## src/rtl/kmp_pkg.sv

```systemverilog
// ----------------------------------------------------------------------------
// kmp_pkg
// Shared types and constants of the pattern occurrence counter: item modes,
// configuration register indexes, field widths and the cell control bundle.
// ----------------------------------------------------------------------------
`default_nettype none

package kmp_pkg;

    // field widths
    localparam int unsigned BYTE_W       = 8;
    localparam int unsigned MODE_W       = 2;
    localparam int unsigned LEN_W        = 6;
    localparam int unsigned TOTAL_W      = 32;
    localparam int unsigned CFG_DATA_W   = 64;
    localparam int unsigned CFG_INDEX_W  = 3;

    // pattern byte registers: four words of eight bytes
    localparam int unsigned NUM_BYTE_REGS = 4;
    localparam int unsigned BYTES_PER_REG = 8;
    localparam int unsigned REG_BYTES     = NUM_BYTE_REGS * BYTES_PER_REG;

    // cell index width, covers up to 256 cells
    localparam int unsigned IDX_W = 8;
    // effective length width, holds up to 256
    localparam int unsigned EFF_W = 9;

    // item modes
    typedef enum logic [MODE_W-1:0] {
        MODE_START      = 2'd0,
        MODE_TEXT       = 2'd1,
        MODE_LINE_BREAK = 2'd2
    } mode_t;

    // configuration register indexes
    typedef enum logic [CFG_INDEX_W-1:0] {
        REG_LENGTH   = 3'd0,
        REG_BYTES_0  = 3'd1,
        REG_BYTES_8  = 3'd2,
        REG_BYTES_16 = 3'd3,
        REG_BYTES_24 = 3'd4
    } cfg_reg_t;

    // control broadcast to every cell of the row
    typedef struct packed {
        logic              load;
        logic              clear;
        logic              step;
        logic [BYTE_W-1:0] text_byte;
    } cell_ctrl_t;

endpackage

`default_nettype wire

```

## src/rtl/kmp_if.sv

```systemverilog
// ----------------------------------------------------------------------------
// kmp_if
// Valid/ready channels of the occurrence counter: the item channel carrying
// mode and text byte, and the result channel carrying match flag and total.
// ----------------------------------------------------------------------------
`default_nettype none

interface kmp_item_if
    import kmp_pkg::*;
();
    logic              valid;
    logic              ready;
    logic [MODE_W-1:0] mode;
    logic [BYTE_W-1:0] text_byte;

    modport source (output valid, output mode, output text_byte, input ready);
    modport sink   (input valid, input mode, input text_byte, output ready);
endinterface

interface kmp_result_if
    import kmp_pkg::*;
();
    logic               valid;
    logic               ready;
    logic               match_found;
    logic [TOTAL_W-1:0] match_total;

    modport source (output valid, output match_found, output match_total, input ready);
    modport sink   (input valid, input match_found, input match_total, output ready);
endinterface

`default_nettype wire

```

## src/rtl/kmp_cell.sv

```systemverilog
// ----------------------------------------------------------------------------
// kmp_cell
// One pattern position. Holds its pattern byte, whether it is the final
// position, and whether the text so far ends in the pattern prefix through
// this position; the flag is handed on to the next cell every step.
// ----------------------------------------------------------------------------
`default_nettype none

module kmp_cell
    import kmp_pkg::*;
#(
    parameter int unsigned CELL_INDEX = 0
) (
    input  wire logic              clk,
    input  wire logic              rst_n,
    input  wire cell_ctrl_t        ctrl,
    input  wire logic [BYTE_W-1:0] pattern_byte,
    input  wire logic [IDX_W-1:0]  last_index,
    input  wire logic              prev_match,
    output logic                   match,
    output logic                   hit
);

    logic [BYTE_W-1:0] byte_reg;
    logic              last_reg;
    logic              match_reg;

    // pattern byte, latched at start
    always_ff @(posedge clk)
    begin
        if (ctrl.load)
        begin
            byte_reg <= pattern_byte;
        end
    end

    // final position flag and prefix match flag
    always_ff @(posedge clk or negedge rst_n)
    begin
        if (!rst_n)
        begin
            last_reg  <= 1'b0;
            match_reg <= 1'b0;
        end
        else if (ctrl.load)
        begin
            last_reg  <= (last_index == IDX_W'(CELL_INDEX));
            match_reg <= 1'b0;
        end
        else if (ctrl.clear)
        begin
            match_reg <= 1'b0;
        end
        else if (ctrl.step)
        begin
            match_reg <= prev_match && (byte_reg == ctrl.text_byte);
        end
    end

    assign match = match_reg;
    assign hit   = match_reg && last_reg;

endmodule

`default_nettype wire

```

## src/rtl/kmp_occurrence_counter.sv

```systemverilog
// ----------------------------------------------------------------------------
// kmp_occurrence_counter
// Counts overlapping occurrences of a byte pattern in a text stream, with a
// row of one cell per pattern position.
// ----------------------------------------------------------------------------
// Usage:
//   items   : valid/ready channel; mode start (latch pattern, clear count),
//             text (one byte), or line break (drop partial matches).
//   results : one transaction per item: match_found for a text byte that
//             completes an occurrence, and the saturating running total.
//   wr_*    : register writes (length, four pattern byte words), acting at the next
//             start item; the user makes them only with no item in flight, unenforced.
// Timing:
//   an item is taken into the cell row and the first stage at its accepting
//   edge; the result is registered when the first stage advances, which a
//   stalled result can hold off, and result valid rises with that register.
//   One item per cycle unless the result stage stalls: every cell updates its
//   prefix flag from its neighbor in the same cycle, so no failure-link walk.
// Reset clears the registers to length 1 and zero bytes, the count, the
// pipeline and the ready flag; text before the first start never matches.
// A stalled result holds the result stage, which in turn holds items off.
// ----------------------------------------------------------------------------
`default_nettype none

module kmp_occurrence_counter
    import kmp_pkg::*;
#(
    parameter int unsigned MAX_PATTERN = 32
) (
    input  wire logic                   clk,
    input  wire logic                   rst_n,
    kmp_item_if.sink                    items,
    kmp_result_if.source                results,
    input  wire logic                   wr_en,
    input  wire logic [CFG_INDEX_W-1:0] wr_index,
    input  wire logic [CFG_DATA_W-1:0]  wr_data
);

    // configuration registers
    logic [LEN_W-1:0]                          length_reg;
    logic [NUM_BYTE_REGS-1:0][CFG_DATA_W-1:0] bytes_reg;

    // search state and pipeline
    logic               table_ready_reg;
    logic               s1_valid_reg;
    mode_t              s1_mode_reg;
    logic [TOTAL_W-1:0] total_reg;
    logic [TOTAL_W-1:0] total_next;
    logic               out_valid_reg;
    logic               out_found_reg;
    logic [TOTAL_W-1:0] out_total_reg;
    logic               found_next;

    logic               item_accept;
    logic               s1_advance;
    mode_t              item_mode;
    cell_ctrl_t         ctrl;
    logic [EFF_W-1:0]   eff_length;
    logic [IDX_W-1:0]   last_index;
    logic [MAX_PATTERN:0]   chain;
    logic [MAX_PATTERN-1:0] hit_vec;
    logic               hit_any;

    // register writes
    always_ff @(posedge clk or negedge rst_n)
    begin
        if (!rst_n)
        begin
            length_reg <= LEN_W'(1);
            bytes_reg  <= '0;
        end
        else if (wr_en)
        begin
            case (cfg_reg_t'(wr_index))
                REG_LENGTH:   length_reg   <= wr_data[LEN_W-1:0];
                REG_BYTES_0:  bytes_reg[0] <= wr_data;
                REG_BYTES_8:  bytes_reg[1] <= wr_data;
                REG_BYTES_16: bytes_reg[2] <= wr_data;
                REG_BYTES_24: bytes_reg[3] <= wr_data;
                default:      ;
            endcase
        end
    end

    // length clamped to 1..MAX_PATTERN, then index of the final cell
    always_comb
    begin
        eff_length = (length_reg == '0) ? EFF_W'(1) : EFF_W'(length_reg);
        if (eff_length > EFF_W'(MAX_PATTERN))
        begin
            eff_length = EFF_W'(MAX_PATTERN);
        end
        last_index = IDX_W'(eff_length - EFF_W'(1));
    end

    // handshake and cell control
    assign s1_advance   = s1_valid_reg && (!out_valid_reg || results.ready);
    assign items.ready  = !s1_valid_reg || s1_advance;
    assign item_accept  = items.valid && items.ready;
    assign item_mode    = mode_t'(items.mode);

    always_comb
    begin
        ctrl.load      = 1'b0;
        ctrl.clear     = 1'b0;
        ctrl.step      = 1'b0;
        ctrl.text_byte = items.text_byte;
        if (item_accept)
        begin
            case (item_mode)
                MODE_START:      ctrl.load  = 1'b1;
                MODE_TEXT:       ctrl.step  = table_ready_reg;
                MODE_LINE_BREAK: ctrl.clear = 1'b1;
                default:         ;
            endcase
        end
    end

    // row of cells, each fed by the prefix flag of its left neighbor
    assign chain[0] = 1'b1;

    for (genvar i = 0; i < MAX_PATTERN; i++)
    begin : g_cell
        logic [BYTE_W-1:0] pattern_byte;

        if (i < REG_BYTES)
        begin : g_byte
            assign pattern_byte =
                bytes_reg[i / BYTES_PER_REG][(i % BYTES_PER_REG) * BYTE_W +: BYTE_W];
        end
        else
        begin : g_zero
            assign pattern_byte = '0;
        end

        kmp_cell #(
            .CELL_INDEX (i)
        ) u_cell (
            .clk          (clk),
            .rst_n        (rst_n),
            .ctrl         (ctrl),
            .pattern_byte (pattern_byte),
            .last_index   (last_index),
            .prev_match   (chain[i]),
            .match        (chain[i+1]),
            .hit          (hit_vec[i])
        );
    end

    assign hit_any = |hit_vec;

    // ready flag and first stage
    always_ff @(posedge clk or negedge rst_n)
    begin
        if (!rst_n)
        begin
            table_ready_reg <= 1'b0;
            s1_valid_reg    <= 1'b0;
        end
        else
        begin
            if (ctrl.load)
            begin
                table_ready_reg <= 1'b1;
            end
            if (item_accept)
            begin
                s1_valid_reg <= 1'b1;
            end
            else if (s1_advance)
            begin
                s1_valid_reg <= 1'b0;
            end
        end
    end

    always_ff @(posedge clk)
    begin
        if (item_accept)
        begin
            s1_mode_reg <= item_mode;
        end
    end

    // result of the item in the first stage
    always_comb
    begin
        found_next = 1'b0;
        total_next = total_reg;
        case (s1_mode_reg)
            MODE_START:
            begin
                total_next = '0;
            end
            MODE_TEXT:
            begin
                found_next = hit_any;
                if (hit_any && (total_reg != '1))
                begin
                    total_next = total_reg + TOTAL_W'(1);
                end
            end
            MODE_LINE_BREAK: ;
            default:         ;
        endcase
    end

    // running total and output register
    always_ff @(posedge clk or negedge rst_n)
    begin
        if (!rst_n)
        begin
            total_reg     <= '0;
            out_valid_reg <= 1'b0;
        end
        else
        begin
            if (s1_advance)
            begin
                total_reg     <= total_next;
                out_valid_reg <= 1'b1;
            end
            else if (results.ready)
            begin
                out_valid_reg <= 1'b0;
            end
        end
    end

    always_ff @(posedge clk)
    begin
        if (s1_advance)
        begin
            out_found_reg <= found_next;
            out_total_reg <= total_next;
        end
    end

    assign results.valid       = out_valid_reg;
    assign results.match_found = out_found_reg;
    assign results.match_total = out_total_reg;

    // only the final cell can report a hit
    assert property (@(posedge clk) disable iff (!rst_n) $onehot0(hit_vec))
        else $error("more than one cell reports a completed occurrence");

    // no prefix is tracked before the first start
    assert property (@(posedge clk) disable iff (!rst_n)
        !table_ready_reg |-> (hit_vec == '0))
        else $error("cell hit before the pattern was loaded");

    // a start result reports a cleared total and no match
    assert property (@(posedge clk) disable iff (!rst_n)
        (s1_advance && (s1_mode_reg == MODE_START))
        |=> (out_total_reg == '0) && !out_found_reg)
        else $error("start result not cleared");

    // between starts the total never falls
    assert property (@(posedge clk) disable iff (!rst_n)
        (s1_advance && (s1_mode_reg != MODE_START)) |=> (total_reg >= $past(total_reg)))
        else $error("running total decreased");

endmodule

`default_nettype wire

```

## src/flat_wrapper.sv

```systemverilog
// flat-port wrapper written by rule: the top's interface ports become plain ports
module kmp_occurrence_counter_flat import kmp_pkg::*;
#(
    parameter int unsigned MAX_PATTERN = 32
)
  (clk, rst_n, wr_en, wr_index, wr_data, items_valid, items_mode, items_text_byte, items_ready, results_valid, results_match_found, results_match_total, results_ready);
  kmp_item_if items_i ();
  kmp_result_if results_i ();
  input  wire logic clk;
  input  wire logic rst_n;
  input  wire logic wr_en;
  input  wire logic [CFG_INDEX_W-1:0] wr_index;
  input  wire logic [CFG_DATA_W-1:0] wr_data;
  input wire logic [$bits(items_i.valid)-1:0] items_valid;
  input wire logic [$bits(items_i.mode)-1:0] items_mode;
  input wire logic [$bits(items_i.text_byte)-1:0] items_text_byte;
  output wire logic [$bits(items_i.ready)-1:0] items_ready;
  output wire logic [$bits(results_i.valid)-1:0] results_valid;
  output wire logic [$bits(results_i.match_found)-1:0] results_match_found;
  output wire logic [$bits(results_i.match_total)-1:0] results_match_total;
  input wire logic [$bits(results_i.ready)-1:0] results_ready;
  assign items_i.valid = items_valid;
  assign items_i.mode = items_mode;
  assign items_i.text_byte = items_text_byte;
  assign items_ready = items_i.ready;
  assign results_valid = results_i.valid;
  assign results_match_found = results_i.match_found;
  assign results_match_total = results_i.match_total;
  assign results_i.ready = results_ready;
  kmp_occurrence_counter #(.MAX_PATTERN(MAX_PATTERN)) u_core (.clk(clk), .rst_n(rst_n), .items(items_i), .results(results_i), .wr_en(wr_en), .wr_index(wr_index), .wr_data(wr_data));
endmodule
```

## config.mk

```make
export PLATFORM = sky130hd
export DESIGN_NAME = kmp_occurrence_counter_flat
export DESIGN_NICKNAME = d
export VERILOG_FILES = /design/src/rtl/kmp_pkg.sv /design/src/rtl/kmp_if.sv /design/src/rtl/kmp_cell.sv /design/src/rtl/kmp_occurrence_counter.sv /design/src/flat_wrapper.sv
export SDC_FILE = /design/constraint.sdc
export NUM_CORES = 1
export LEC_CHECK = 0
export BUFFER_PORTS_ARGS = -buffer_cell sky130_fd_sc_hd__buf_2
export CORE_MARGIN = 8
export CORE_UTILIZATION = 30
export CTS_CLUSTER_SIZE = 24
export DETAILED_ROUTE_END_ITERATION = 16
export PLACE_DENSITY_LB_ADDON = 0.15
export SYNTH_ARGS = -nofsm -noshare
export SYNTH_HDL_FRONTEND = slang
export SYNTH_SLANG_ARGS = --single-unit
```

## constraint.sdc

```tcl
create_clock -name clk -period 7.6 [get_ports clk]
set_input_delay 0 -clock clk [delete_from_list [all_inputs] [get_ports clk]]
set_output_delay 0 -clock clk [all_outputs]
set_load 0.005 [all_outputs]
```

==> reports/results.ini, run 1 <==
[critical_path]
cp-start-kind = register
cp.required_ns = 7.85
crit_path_max_fanout = 126
r2r_cells = 6
rr_endpoint = u_core.g_cell[10].u_cell.byte_reg[4]$_DFFE_PP_
r2r-start = u_core.results.valid$_DFFE_PN0P_
reg2reg_slack_ns = 4.12
cp-startpoint = u_core.results.valid$_DFFE_PN0P_
crit_type = register to register
cp-end-kind = register
arrival_ns = 3.73

[finish]
final_cells = 3249
utilization = 0.359
nNetsFinal = 2106
drive_gt1_frac = 0.256
area.growth.synth_to_final_pct = 19.3
fill_cells = 8508
stdcell_area_mm2 = 0.0316

[timing]
hold_viol = 0
worst_slew_pin_slew_ns = 1.13
setup-tns-final_ns = 0
rsz0062_at_grt = no
timing.final.crit_share = 0.459
slew-limit-headroom = 0.248
slew_violations = 0
fin_crit_ns = 3.48
fmax_ghz = 0.287
hold_ws_ns = 0.117
skew_ns = 0.0391
setup_viol = 0

[cts]
clk_latency_ns = 0.63
holdBufCountCts = 75
htreeDepth = 3
cts-resized-gates = 0
cts_tree = yes
cts.sinks = 652
cts_setup_buffers = 0
ctsLongestPathBuffers = 3
clkTransAtPathRegs_ns = 0.06
cts_buffers = 74
clockRootBuffer = clkbuf_16

[yosys]
synth_area_leaders = dfrtp_1, edfxtp_1, mux2_2
synth_nets = 1902
yosysSeqAreaShare = 0.670
synth.distinct_cells = 58
synth_top_area_frac = 0.340
synthArstFlopShare = 0.554
syn-cell-area_mm2 = 0.0265
ys_ff_latch = 652
synthCells = 1819
synth_flop_cell = dfrtp_1
synth.largest_area_cell = dfrtp_1
ys_warn_count = 0
syn-mean-instance-area_um2 = 14.6
synth_edf_count = 291

[place]
dp_hpwl_mm = 39.2
port-buffer-count = 116
dp.cells = 3037
gp_congestion = 0.756
post_dp_cell_area_mm2 = 0.0285

[grt]
first_global_vias = 16100
overflow = 0
antenna_found_initial = 1
grt_usage = 0.132
grt_pass1_wl_mm = 101
grt_max_degree = 142

[floorplanning]
fp.coreArea_mm2 = 0.0880
io_pins = 117
dieArea_mm2 = 0.0981
die_y_um = 313
rows = 109
fp.dieW_um = 313
start_util = 0.301

[hold_path]
hold_end = u_core.length_reg[0]$_DFFE_PN1P_
hold_depth = 5
min_path_type = primary input to register
hp-start = wr_en

[drt]
wl_per_cell_um = 19.9
ant_nets = 0
drc = 0
viasPerCell = 4.70
wl_mm = 64.7
vias = 15300
drtPass1Iterations = 5
dr.first_iter.drc_count = 801

[power]
peakVddDrop_mv = 0.139
p_leak_nw = 12.2
powerDensity_mw_per_mm2 = 274

[run_status]
status = finished clean

[flow_run]
max_cap_viol_count = 0

-- metal layers --
metal,track usage,wire (um),vias up
met5,0,0,-
met2,0.217,31200,250
met1,0.181,30100,7935
met4,0.0337,1250,0
li1,-,-,7007
met3,0.0229,2140,94
-- layout make-up --
| type | count | area [um^2] | share of cell area |
|---|---|---|---|
| sequential | 652 | 17800 | 0.562 |
| multi-input combinational | 1062 | 8350 | 0.264 |
| clock buffer | 114 | 2140 | 0.0678 |
| timing repair buffer | 221 | 1600 | 0.0505 |
| tap | 1165 | 1460 | 0.0461 |
| clock inverter | 22 | 246 | 0.00780 |
| inverter | 12 | 52.6 | 0.00166 |
| antenna | 1 | 2.50 | 0.0000791 |
-- how the worst max path moves through the flow --
stage / to / slack, ns / cells past startpoint
after detailed placement: u_core.g_cell[26].u_cell.byte_reg[5]$_DFFE_PP_ / 4.10 / 6
after floorplan: u_core.g_cell[0].u_cell.byte_reg[0]$_DFFE_PP_ / 0.79 / 6
after global placement: u_core.g_cell[2].u_cell.byte_reg[5]$_DFFE_PP_ / 4.12 / 6
after global routing: u_core.g_cell[10].u_cell.byte_reg[4]$_DFFE_PP_ / 3.86 / 6
final: u_core.g_cell[10].u_cell.byte_reg[4]$_DFFE_PP_ / 4.12 / 6
after CTS: u_core.g_cell[27].u_cell.byte_reg[5]$_DFFE_PP_ / 4.11 / 6
-- cell usage in the layout (no fill, tap or decap), types with 7 or more instances in the layout --
cell,synthesis,layout
nand2_1,95,95
nand3_1,30,29
nor4_1,32,32
dfrtp_1,360,360
buf_2,3,115
nor2_1,47,43
nor3_1,39,38
clkinv_2,0,7
xor2_1,237,237
o21ai_0,72,72
clkbuf_8,3,12
a22oi_1,17,17
clkbuf_1,62,27
a21oi_1,15,14
mux2_2,261,261
clkbuf_16,0,75
xnor2_1,41,41
o31ai_1,20,20
edfxtp_1,291,291
nand2b_1,9,9
a31oi_1,9,9
inv_1,12,11
nand4_1,55,55
a22o_1,10,10
dlygate4sd3_1,0,74
or3_1,10,10
buf_4,0,29
-- critical path, stage by stage, from the launching register on --
cell	delay, ns
dfrtp_1	0.39
nand3b_1	0.14
nand2_1	0.16
or3_1	0.34
buf_4	0.28
inv_8	0.67
buf_4	0.90
-- stage by stage --
step                power [mW]  worst slack (ns)
CTS                       8.79              4.11
detailed placement        5.23              4.10
finish                    8.65              4.12
global placement          5.20              4.12
floorplan                 4.93             0.790
global route              9.06              3.86
-- where the power goes --
group | total (mW) | internal [mW] | switching, mW
registers | 4.40 | 4.19 | 0.213
clock network | 3.48 | 2.03 | 1.45
logic | 0.770 | 0.386 | 0.384
total | 8.65 | 6.61 | 2.05
-- synthesized netlist by cell type (all sizes together) (2+ instances only) --
cell / number
or3: 10
xnor2: 41
a21oi: 15
a22o: 10
or2: 4
clkbuf: 65
nand3b: 2
mux2: 261
nor3b: 2
xor2: 237
nand2b: 9
o21ai: 72
a31oi: 9
nor2b: 3
nand3: 30
nand2: 96
inv: 12
nor3: 39
a32o: 2
and2: 8
mux2i: 2
o31ai: 20
edfxtp: 291
o311ai: 5
buf: 28
a22oi: 17
o211ai: 5
nor4: 33
and3: 6
or4: 6
nor2: 48
dfrtp: 360
nand4: 56
and4: 6
-- cells by family (layout without fill, tap and decap cells) --
group                    after synthesis  in the layout  synth area share
AND/OR/NAND/NOR                      361            361            0.0717
other                                  0              1                 0
multiplexers                         263            263             0.112
XOR/XNOR                             278            278            0.0918
adder cells (fa/ha/maj)                1              1          0.000472
buffers and inverters                105            369            0.0164
flip-flops                           652            652             0.670
AO/OA/AOI/OAI                        159            159            0.0375
Power figures use the tool's default switching activity.
==> inputs of run 2 (changes only) <==
--- a/config.mk
+++ b/config.mk
@@ -5,6 +5,7 @@
 export SDC_FILE = /design/constraint.sdc
 export NUM_CORES = 1
 export LEC_CHECK = 0
+export ABC_AREA = 1
 export BUFFER_PORTS_ARGS = -buffer_cell sky130_fd_sc_hd__buf_2
 export CORE_MARGIN = 8
 export CORE_UTILIZATION = 30
==> constraint.sdc (replaced) <==
create_clock -name clk -period 3.1 [get_ports clk]
set_input_delay 0 -clock clk [delete_from_list [all_inputs] [get_ports clk]]
set_output_delay 0 -clock clk [all_outputs]
set_load 0.005 [all_outputs]
==> reports/results.ini, run 2 <==
[run_status]
status = finished clean

[critical_path]
cp-start-kind = register
crit_chain = nand3_2 > nand2_1 > nor2_1 > inv_1 > nor2_4 > buf_4 > buf_12
critPathTopFamily = buffers and inverters
crit_path_max_fanout = 77
cp-startpoint = u_core.results.valid$_DFFE_PN0P_
max_stage_delay_ns = 0.40
cp-end-kind = register
cp_slowest_cell = dfrtp_1
crit_buf_inv = 3
cp.required_ns = 3.36
crit_type = register to register
r2r-start = u_core.results.valid$_DFFE_PN0P_
arrival_ns = 2.71

[yosys]
syn-cell-area_mm2 = 0.0273
synth_area_leaders = dfrtp_1, edfxtp_1, nand2_1
ys_ff_latch = 652
synthArstFlopShare = 0.554
yosysSeqAreaShare = 0.651
synth_nets = 2796
synthAdderAreaFrac = 0.000459
synth_top_area_frac = 0.330
synthCells = 2713
synth_top_family_by_area = simple AND/OR/NAND/NOR gates
synth_flop_cell = dfrtp_1
ys_warn_count = 0
synth_mux_area_frac = 0
synthTopCellsByCount = nand2_1, dfrtp_1, o21ai_0, edfxtp_1, inv_1
synth.most_common_cell = nand2_1
synth_compound_area_frac = 0.0928
yosys.area_share.simple = 0.184
synth.distinct_cells = 45
synth_xor_xnor_area_share = 0.0263
synth_edf_count = 291
syn-mean-instance-area_um2 = 10.1
synth.largest_area_cell = dfrtp_1

[grt]
antenna_found_initial = 0
grt_pass1_wl_mm = 122
grt_max_degree = 129
overflow = 0
first_global_vias = 20100
grt_usage = 0.154

[floorplanning]
io_pins = 117
fp.dieW_um = 318
dieArea_mm2 = 0.101
die_y_um = 318
fp.coreArea_mm2 = 0.0901
rows = 110
start_util = 0.303

[finish]
layout_commonest_cell = nand2_1
area.growth.synth_to_final_pct = 20.1
final_cell_mix = nand2_1, dfrtp_1, o21ai_0
fill_cells = 8990
nNetsFinal = 2986
regArea_mm2 = 0.0178
drive_gt1_frac = 0.116
n_antenna_cell = 0
multiInputGateArea_mm2 = 0.00831
utilization = 0.364

[timing]
timing.final.crit_share = 0.793
slew_violations = 0
fin_crit_ns = 2.46
hold_ws_ns = 0.0465
hold_viol = 0
skew_ns = 0.0309
rsz0062_at_grt = no
timing.final.ws_setup_ns = 0.642
setup_viol = 0
slew-limit-headroom = 0.267
fmax_ghz = 0.407
setup-tns-final_ns = 0
worst_slew_pin_slew_ns = 1.09

[power]
p_comb_frac = 0.085
p_leak_nw = 14.1
netSwitchingPower_mw = 5.35
powerDensity_mw_per_mm2 = 656
swShare = 0.249
peakVddDrop_mv = 0.383
clkPwrFrac = 0.423
p_int_mw = 16.2
seqPwrFrac = 0.492

[hold_path]
min_path_type = primary input to asynchronous set/reset pin

[drt]
wl_per_cell_um = 19.0
dr.first_iter.drc_count = 1576
met3_length_mm = 3.72
wl_met1_mm = 36.0
wl_mm = 78.6
drtPass1Iterations = 5
drc = 0
top_layer_used = met4
met2_length_mm = 36.8
viasPerCell = 4.74
ant_nets = 0
vias = 19600

[place]
gp_congestion = 0.832
place_ws_ns = 0.673
dp_hpwl_mm = 51.4
port-buffer-count = 116

[cts]
clockRootBuffer = clkbuf_16
clkTransAtPathRegs_ns = 0.06
cts.sinks = 652
cts_tree = yes
cts_buffers = 75
clk_latency_ns = 0.64
htreeDepth = 3
cts_setup_buffers = 0
ctsLongestPathBuffers = 3

[flow_run]
max_cap_viol_count = 0

## run 2: cell count changes after synthesis, moves of 24 or more
| cell | change |
|---|---|
| or2_2 | +25 |
| nor3_1 | -24 |
| nor2_1 | +60 |
| xor2_1 | -185 |
| o22ai_1 | +33 |
| o21ai_0 | +272 |
| clkbuf_1 | +44 |
| nand3_1 | +62 |
| inv_1 | +162 |
| mux2_2 | -261 |
| nand2_1 | +771 |
## run 2: cell families after synthesis
| family | count (synthesis) |
|---|---|
| adders and majority gates | 1 |
| and+or+nand+nor | 1206 |
| buffers and inverters | 318 |
| AOI/OAI and AO/OA | 454 |
| xor gates and xnor gates | 82 |
| DFF | 652 |
## run 2: worst paths after layout
check | to | slack [ns] | cells past startpoint
setup / recovery | u_core.g_cell[31].u_cell.byte_reg[2]$_DFFE_PP_ | 0.64 | 7
max in group asynchronous | u_core.bytes_reg[40]$_DFFE_PN0P_ | 2.16 | 3
hold reg to reg | u_core.g_cell[31].u_cell.byte_reg[7]$_DFFE_PP_ | 0.43 | 0
min in group clk | u_core.g_cell[30].u_cell.match$_DFFE_PN0P_ | 0.08 | 5
hold / removal | u_core.bytes_reg[193]$_DFFE_PN0P_ | 0.05 | 2
setup reg to reg | u_core.g_cell[31].u_cell.byte_reg[2]$_DFFE_PP_ | 0.64 | 7
## run 2: metal layers
metal,vias up,global-route usage
li1,9486,-
met1,9600,0.207
met2,432,0.254
met3,113,0.0286
met4,0,0.0450
met5,-,0
## run 2: cell type report
type	count	share of cell area
clock inverter	37	0.0138
inverter	182	0.0208
timing repair buffer	249	0.0607
clock buffer	102	0.0641
sequential	652	0.542
multi-input combinational	1743	0.253
tap	1176	0.0449
## run 2: through the flow
stage                     area (um^2)  total power [mW]  std cells
after floorplan                 27300              11.7       2713
after global placement          29500              12.5       3927
after detailed placement        29500              12.5       3927
after CTS                       32800              21.8       4141
after global routing            32800              22.5       4141
final                           32800              21.5       4141
## run 2: power groups by stage
| stage | clock network (mW) | registers (mW) | logic [mW] |
|---|---|---|---|
| floorplan | 0 | 10.6 | 1.08 |
| global placement | 0 | 10.7 | 1.76 |
| detailed placement | 0 | 10.7 | 1.80 |
| CTS | 9.37 | 10.6 | 1.88 |
| global route | 9.72 | 10.7 | 2.12 |
| finish | 9.09 | 10.6 | 1.83 |
## run 2: timing repair
item	CTS	global route
gates resized for setup	0	0
hold buffers	75	0
endpoints found under the hold margin	493	0
==> inputs of run 3 (changes only) <==
==> constraint.sdc (replaced) <==
create_clock -name clk -period 2.46 [get_ports clk]
set_input_delay 0 -clock clk [delete_from_list [all_inputs] [get_ports clk]]
set_output_delay 0 -clock clk [all_outputs]
set_load 0.005 [all_outputs]
==> reports/results.ini, run 3 (same netlist as run 2, synthesis figures left out) <==
[critical_path]
r2r-start = u_core.total_reg[1]$_DFFE_PN0P_
arrival_ns = 2.58
cp-startpoint = u_core.total_reg[1]$_DFFE_PN0P_
cp.required_ns = 2.80
cp-end-kind = register
crit_path_max_fanout = 20
cp-start-kind = register
crit_type = register to register

[finish]
nNetsFinal = 3000
area.growth.synth_to_final_pct = 21.2
fill_cells = 8961
drive_gt1_frac = 0.121
layout_commonest_cell = nand2_1
n_antenna_cell = 0
final_cell_mix = nand2_1, dfrtp_1, o21ai_0

[power]
netSwitchingPower_mw = 6.90
peakVddDrop_mv = 0.463
swShare = 0.251
clkPwrFrac = 0.429
p_int_mw = 20.6
p_leak_nw = 14.2
seqPwrFrac = 0.485
powerDensity_mw_per_mm2 = 832
p_comb_frac = 0.086

[timing]
worst_slew_pin_slew_ns = 1.10
timing.final.crit_share = 0.910
setup-tns-final_ns = 0
slew_violations = 0
setup_viol = 0
skew_ns = 0.0586
fmax_ghz = 0.447
timing.final.ws_setup_ns = 0.223
fin_crit_ns = 2.24
hold_viol = 0
rsz0062_at_grt = no
slew-limit-headroom = 0.262

[cts]
cts_buffers = 76
htreeDepth = 3
ctsLongestPathBuffers = 3
cts.sinks = 652
cts_tree = yes
clockRootBuffer = clkbuf_16
clkTransAtPathRegs_ns = 0.06
cts_setup_buffers = 0
clk_latency_ns = 0.65

[flow_run]
max_cap_viol_count = 0

[drt]
wl_per_cell_um = 18.9
drc = 0
wl_mm = 78.5
drtPass1Iterations = 5
viasPerCell = 4.69
dr.first_iter.drc_count = 1572
vias = 19500
ant_nets = 0

[grt]
grt_pass1_wl_mm = 122
overflow = 0
grt_usage = 0.153
grt_max_degree = 129
first_global_vias = 19700
antenna_found_initial = 0

[floorplanning]
rows = 110
dieArea_mm2 = 0.101
fp.dieW_um = 318
io_pins = 117
start_util = 0.303
die_y_um = 318
fp.coreArea_mm2 = 0.0901

[hold_path]
min_path_type = primary input to asynchronous set/reset pin

[run_status]
status = finished clean

[place]
port-buffer-count = 116
gp_congestion = 0.827
place_ws_ns = 0.220
dp_hpwl_mm = 51.4

-- run 3: changes by cell type in the layout (fill, tap and decap cells not counted), sizes merged --
cell         delta
buf            +15
bufinv          +2
clkbuf          -2
clkinv          -6
clkinvlp        +4
dlygate4sd3     -2
inv             +4
-- run 3: repair_timing --
item,in CTS,in global routing
hold buffers,73,0
resized for setup,0,2
hold endpoints to repair,634,0
endpoints found under the setup margin,0,14
-- run 3: worst max-delay path: stages (launching register included) --
cell and delay [ns]:
dfrtp_1 0.42, ha_2 0.25, inv_1 0.07, nor2_2 0.19, nand2_2 0.12, nor2_4 0.16, nand3_4 0.20, buf_4 0.28
nand3_1 0.10, nand2_1 0.05, nand2_1 0.05, nand2_1 0.07
-- run 3: metrics by stage --
stage	area, um^2	cells	total power, mW	utilization	hold WS, ns
final	33100	4156	27.5	0.367	0.00998
after floorplan	27300	2713	14.7	-	-0.296
after CTS	33100	4156	27.9	0.367	0.00530
after global placement	29700	3942	15.8	0.329	-0.121
after detailed placement	29700	3942	15.9	0.329	-0.120
after global routing	33100	4156	28.8	0.367	0.0206
-- run 3: final timing paths --
path	slack, ns	cells after the start	endpoint
min reg2reg	0.44	0	u_core.g_cell[30].u_cell.byte_reg[7]$_DFFE_PP_
max reg2reg	0.22	11	u_core.results.match_total[6]$_DFFE_PP_
max	0.22	11	u_core.results.match_total[6]$_DFFE_PP_
max in group asynchronous	0.98	3	u_core.g_cell[31].u_cell.match$_DFFE_PN0P_
min in group clk	0.01	5	u_core.bytes_reg[133]$_DFFE_PN0P_
min	0.01	3	u_core.bytes_reg[98]$_DFFE_PN0P_
-- run 3: routing by layer --
layer / routed length [um] / part of all wire / global-route usage
met5: 0 / 0 / 0
met4: 1580 / 0.020 / 0.0371
met3: 3360 / 0.043 / 0.0271
met2: 36500 / 0.46 / 0.250
met1: 37100 / 0.47 / 0.212
-- run 3: final cells by class --
| type | count | area, um^2 | share of cell area |
|---|---|---|---|
| Clock buffer | 100 | 2070 | 0.0626 |
| Clock inverter | 41 | 576 | 0.0174 |
| Inverter | 182 | 683 | 0.0207 |
| Multi-Input combinational cell | 1743 | 8320 | 0.251 |
| Sequential cell | 652 | 17800 | 0.537 |
| Tap cell | 1176 | 1470 | 0.0445 |
| Timing Repair Buffer | 262 | 2180 | 0.0660 |
-- run 3: power by group through the flow --
stage	sequential [mW]	combinational, mW	clock, mW
after detailed placement	13.5	2.33	0
after global placement	13.5	2.28	0
after global routing	13.5	2.74	12.6
final	13.3	2.37	11.8
after CTS	13.3	2.43	12.1
after floorplan	13.3	1.36	0
